===== src/rtl/c2d_pkg.sv =====
`timescale 1ns / 1ps
// shared types, widths and codes of the 5x5 convolution block

package c2d_pkg;

  // filter geometry
  localparam int unsigned KDIM   = 5;
  localparam int unsigned NTAPS  = KDIM * KDIM;
  localparam int unsigned NLINES = KDIM - 1;

  // field widths
  localparam int unsigned PIX_W     = 16;
  localparam int unsigned TAP_W     = 16;
  localparam int unsigned TIDX_W    = 5;
  localparam int unsigned PART_W    = 40;
  localparam int unsigned SUM_W     = 40;
  localparam int unsigned POS_W     = 10;
  localparam int unsigned LINE_W    = NLINES * PIX_W;

  // arithmetic widths: product, sum of one tap row, full accumulator
  localparam int unsigned PROD_W = PIX_W + TAP_W;
  localparam int unsigned GRP_W  = PROD_W + 3;
  localparam int unsigned ACC_W  = SUM_W + 2;

  // stream packing
  localparam int unsigned IN_PIX_LO  = 0;
  localparam int unsigned IN_TIDX_LO = IN_PIX_LO + PIX_W;
  localparam int unsigned IN_TVAL_LO = IN_TIDX_LO + TIDX_W;
  localparam int unsigned IN_PART_LO = IN_TVAL_LO + TAP_W;
  localparam int unsigned IN_TDATA_W = 80;
  localparam int unsigned OUT_TDATA_W = 64;

  // configuration port
  localparam int unsigned CFG_IDX_W  = 2;
  localparam int unsigned CFG_DATA_W = 11;
  localparam logic [CFG_IDX_W-1:0] REG_WIDTH  = CFG_IDX_W'(0);
  localparam logic [CFG_IDX_W-1:0] REG_HEIGHT = CFG_IDX_W'(1);

  // plane size limits
  localparam int unsigned DEF_MAX_WIDTH  = 1024;
  localparam int unsigned DEF_MAX_HEIGHT = 1024;
  localparam int unsigned DIM_RESET      = 1024;
  localparam int unsigned DIM_MIN        = 5;

  // item kinds carried on tuser
  localparam logic KIND_PIXEL = 1'b0;
  localparam logic KIND_TAP   = 1'b1;

  typedef logic signed [PROD_W-1:0] prod_t;
  typedef prod_t [NTAPS-1:0] prod_arr_t;

  // position info that follows a result down the pipe
  typedef struct packed {
    logic [POS_W-1:0] col;
    logic [POS_W-1:0] row;
    logic             frame_end;
  } meta_t;

endpackage


===== src/rtl/c2d_acc.sv =====
`timescale 1ns / 1ps
// two-stage adder tree with saturation and the result register

module c2d_acc (
  input  logic                              clk_i,
  input  logic                              grp_en_i,
  input  logic                              out_en_i,
  input  c2d_pkg::prod_arr_t                prod_i,
  input  logic signed [c2d_pkg::PART_W-1:0] partial_i,
  input  c2d_pkg::meta_t                    meta_i,
  output logic [c2d_pkg::SUM_W-1:0]         sum_o,
  output c2d_pkg::meta_t                    meta_o
);

  import c2d_pkg::*;

  logic signed [GRP_W-1:0]  grp_d [KDIM];
  logic signed [GRP_W-1:0]  grp_q [KDIM];
  logic signed [PART_W-1:0] part_q;
  meta_t                    meta_q;
  logic signed [ACC_W-1:0]  acc;
  logic [SUM_W-1:0]         sat;
  logic [SUM_W-1:0]         sum_q;
  meta_t                    out_meta_q;

  // one sum per tap row
  always_comb begin
    for (int g = 0; g < KDIM; g++) begin
      grp_d[g] = '0;
      for (int k = 0; k < KDIM; k++) begin
        grp_d[g] = grp_d[g] + GRP_W'(prod_i[g*KDIM+k]);
      end
    end
  end

  always_comb begin
    acc = ACC_W'(part_q);
    for (int g = 0; g < KDIM; g++) begin
      acc = acc + ACC_W'(grp_q[g]);
    end
  end

  // clip when the result sign bit and the bits above it disagree
  always_comb begin
    if ((&acc[ACC_W-1:SUM_W-1]) || !(|acc[ACC_W-1:SUM_W-1])) begin
      sat = acc[SUM_W-1:0];
    end else if (acc[ACC_W-1]) begin
      sat = {1'b1, {(SUM_W-1){1'b0}}};
    end else begin
      sat = {1'b0, {(SUM_W-1){1'b1}}};
    end
  end

  always_ff @(posedge clk_i) begin
    if (grp_en_i) begin
      for (int g = 0; g < KDIM; g++) begin
        grp_q[g] <= grp_d[g];
      end
      part_q <= partial_i;
      meta_q <= meta_i;
    end
    if (out_en_i) begin
      sum_q      <= sat;
      out_meta_q <= meta_q;
    end
  end

  assign sum_o  = sum_q;
  assign meta_o = out_meta_q;

endmodule


===== config.mk =====
export PLATFORM = sky130hd
export DESIGN_NAME = c2d_acc
export DESIGN_NICKNAME = d
export VERILOG_FILES = /design/src/rtl/c2d_pkg.sv /design/src/rtl/c2d_acc.sv
export SDC_FILE = /design/constraint.sdc
export NUM_CORES = 2
export LEC_CHECK = 0
export BUFFER_PORTS_ARGS = -buffer_cell sky130_fd_sc_hd__buf_2
export CORE_ASPECT_RATIO = 1.75
export CORE_UTILIZATION = 26
export DETAILED_ROUTE_END_ITERATION = 8
export HOLD_SLACK_MARGIN = 0.05
export REMOVE_ABC_BUFFERS = 1
export SLEW_MARGIN = 20
export SYNTH_ARGS = -nofsm -noshare
export SYNTH_HDL_FRONTEND = slang
export SYNTH_SLANG_ARGS = --single-unit

===== constraint.sdc =====
create_clock -name clk_i -period 6.7 [get_ports clk_i]
set_input_delay 0.67 -clock clk_i [delete_from_list [all_inputs] [get_ports clk_i]]
set_output_delay 0.67 -clock clk_i [all_outputs]
set_load 0.02 [all_outputs]

==> summary.md <==
| Metric | Value |
|---|---|
| Status | finished, violations left |
| Failing checks | design-rule violations |
| Largest net degree at the start of global routing | 132 |
| Io pins | 925 |
| Placer congestion estimate | 0.994 |
| # setup viols final | 0 |
| Cts repair resizes | 0 |
| Dpl ws | 343 ps |
| Final worst slack | 627 ps |
| Gr usage total | 18.7% |
| Core Footprint | 128,000 µm² |
| Vias | 24,800 |
| Clock transition at path regs | 70 ps |
| DRT Pass-1 Iters | 9 |
| Tmin final | 6070 ps |
| Max Root-Sink Buffers | 3 |
| Worst setup SP type | register |
| Worst-Skew Late Latency | 590 ps |
| Cells on worst reg2reg path | 18 |
| Worst Max-Slew Pin Slew | 965 ps |
| Number of clock sinks | 297 |
| # H-tree levels | 2 |
| Worst rel slew slack | 35.6% |
| Layout Nets | 5,478 |
| Area share of the largest cell type after synthesis | 38.5% |
| Kind of critical path | reg -> reg |
| Setup crit end kind | register |
| Commonest non-fill, non-tap cell in the layout | buf_2 |
| DRC Markers | 348 |
| Routed wire length | 124,000 µm |
| Seq/Total Area, Yosys | 26.5% |
| Vias/cell | 4.51 |
| Hold Buf Count CTS | 0 |
| Buffers on Ports | 924 |
| Synth unique cells | 70 |
| Die area | 131,000 µm² |
| Synthesized area | 33,600 µm² |
| Die Wd | 274 µm |
| Gr ovfl total | 0 |
| Final Max Tran Viols | 0 |
| Synth Register Bits | 297 |
| Max_cap viols | 0 |
| Top cells by area, synth | fa_1, edfxtp_1, ha_1, inv_1, xnor2_1 |
| Worst Hold Launch | partial_i[26] |
| Postcts setup bufs | 0 |
| Area Growth Syn to Fin | 24.1% |
| CTS buffer count | 37 |
| Avg Inst Size Synth | 12.0 µm² |
| Setup TNS | 0 ps |
| Global-route wire length before repair | 173,000 µm |
| R2r startpoint | grp_q[4][7]$_DFFE_PP_ |
| TritonCTS clock tree | done |
| R2R Path End | sum_o[4]$_DFFE_PP_ |
| Commonest cells after routing, fill and taps aside | buf_2, fa_1, inv_1, edfxtp_1, ha_1 |
| WL/cell | 22.5 µm |
| DP Wirelength | 111,000 µm |
| Final critical-path share of the clock period | 90.6% |
| DRT antenna net count | 0 |
| Initial drt markers | 1,301 |
| Max Freq | 165 MHz |
| Clock Skew | 25.1 ps |
| RSZ-0062 raised after global routing | false |
| Row count | 174 |
| Hold Path Class | in -> reg |
| Crit path from | grp_q[4][7]$_DFFE_PP_ |
| CTS root buffer | clkbuf_16 |
| Synth area leader | fa_1 |
| Fin. Hold Viols | 0 |
| Layout cells sized above 1 | 27.1% |
| Final hold slack | 253 ps |
| Syn Inst Count | 2,799 |
| Hold Path End | part_q[26]$_DFFE_PP_ |
| Primary FF master, synth | edfxtp_1 |
| Worst Hold Depth | 1 |
| Flop2flop setup slack | 630 ps |
| Final Util | 32.5% |
| Number of flops mapped to enable cells by yosys | 297 |
| Asr flop ratio synth | 0% |
| WP data arrival | 6410 ps |
| Initial antenna violation count | 75 |
| CP Data Required Time | 7040 ps |
| Starting density of the core | 26.2% |
| Number of global-route vias before repair | 27,100 |
| Synthesis warning total | 0 |
| Die height | 478 µm |
| Critical Path Fanout Max | 19 |
==> Yosys cell counts, types with 5 or more instances <==
cell,instances
xor2_1,54
a21o_1,138
or2_2,7
a31oi_1,9
o41ai_1,5
nor2b_1,25
o31ai_1,9
edfxtp_1,297
a21boi_0,7
nor3_1,27
o21ai_0,94
nor2_1,110
or3_1,7
o31a_1,5
xnor2_1,130
a211oi_1,11
a221o_1,5
clkbuf_1,20
a21oi_1,177
nand4_1,23
nand2b_1,26
ha_1,215
and3_1,14
fa_1,646
nand2_1,75
o21a_1,30
and2_1,9
o21bai_1,24
nand3_1,34
inv_1,491
==> registers in the layout (all words and copies together) (netlist names) <==
name / count
meta_q: 21
part_q: 40
meta_o: 21
grp_q: 175
sum_o: 40
==> critical path: stages (launching register included) <==
cell and delay, ps:
edfxtp_1 400, fa_1 560, fa_1 560, inv_1 50, fa_1 470, inv_1 50, ha_1 340, a21o_1 260
a221o_1 320, a21oi_2 220, a41oi_1 240, a21o_1 300, o22a_1 270, a41oi_4 320, nor2_1 100, a311oi_2 520
o21ai_4 330, buf_16 260, a31o_2 240
==> per-stage QoR <==
step           instance area [µm²]  instances
3_3_place_gp                 40400       5385
5_1_grt                      41700       5478
3_5_place_dp                 40400       5386
4_1_cts                      41600       5453
2_1_floorplan                33500       2774
6_report                     41700       5488
==> cell type report <==
type	count	area, µm²
inverters	491	1840
diodes	35	87.6
clock inverters	29	283
clock buffers	38	930
fillers	13200	86700
well taps	1672	2090
multi-input cells	1986	22800
repair buffers	940	4800
flip-flops and latches	297	8920
==> layer usage <==
layer	wire length (µm)	GRT usage, %	up-vias
met2	66900	36.3	1031
met5	356	0	-
met3	9110	4.56	252
met1	41500	18.6	12100
li1	-	-	11300
met4	5830	7.34	54
==> worst max path at each step <==
| stage | endpoint | slack, ps | depth (start not counted) |
|---|---|---|---|
| 2_1_floorplan | sum_o[4]$_DFFE_PP_ | 690 | 19 |
| 3_3_place_gp | grp_q[4][31]$_DFFE_PP_ | 380 | 20 |
| 3_5_place_dp | grp_q[4][31]$_DFFE_PP_ | 340 | 20 |
| 4_1_cts | sum_o[4]$_DFFE_PP_ | 610 | 20 |
| 5_1_grt | sum_o[4]$_DFFE_PP_ | 370 | 21 |
| 6_report | sum_o[4]$_DFFE_PP_ | 630 | 18 |
==> kinds of logic (layout without fill, tap and decap cells) <==
group,count (synthesis),after routing,synth area share (%)
AO/OA/AOI/OAI,568,568,11.0
XOR/XNOR,184,184,4.79
adder cells (fa/ha/maj),861,861,46.5
buffers and inverters,516,1498,5.80
flip-flops,297,297,26.5
multiplexers,1,1,0.0298
other,0,35,0
AND/OR/NAND/NOR,372,372,5.39
Power is not shown: default switching activity piles up to over one toggle a cycle in this logic, so the estimate is an artifact.
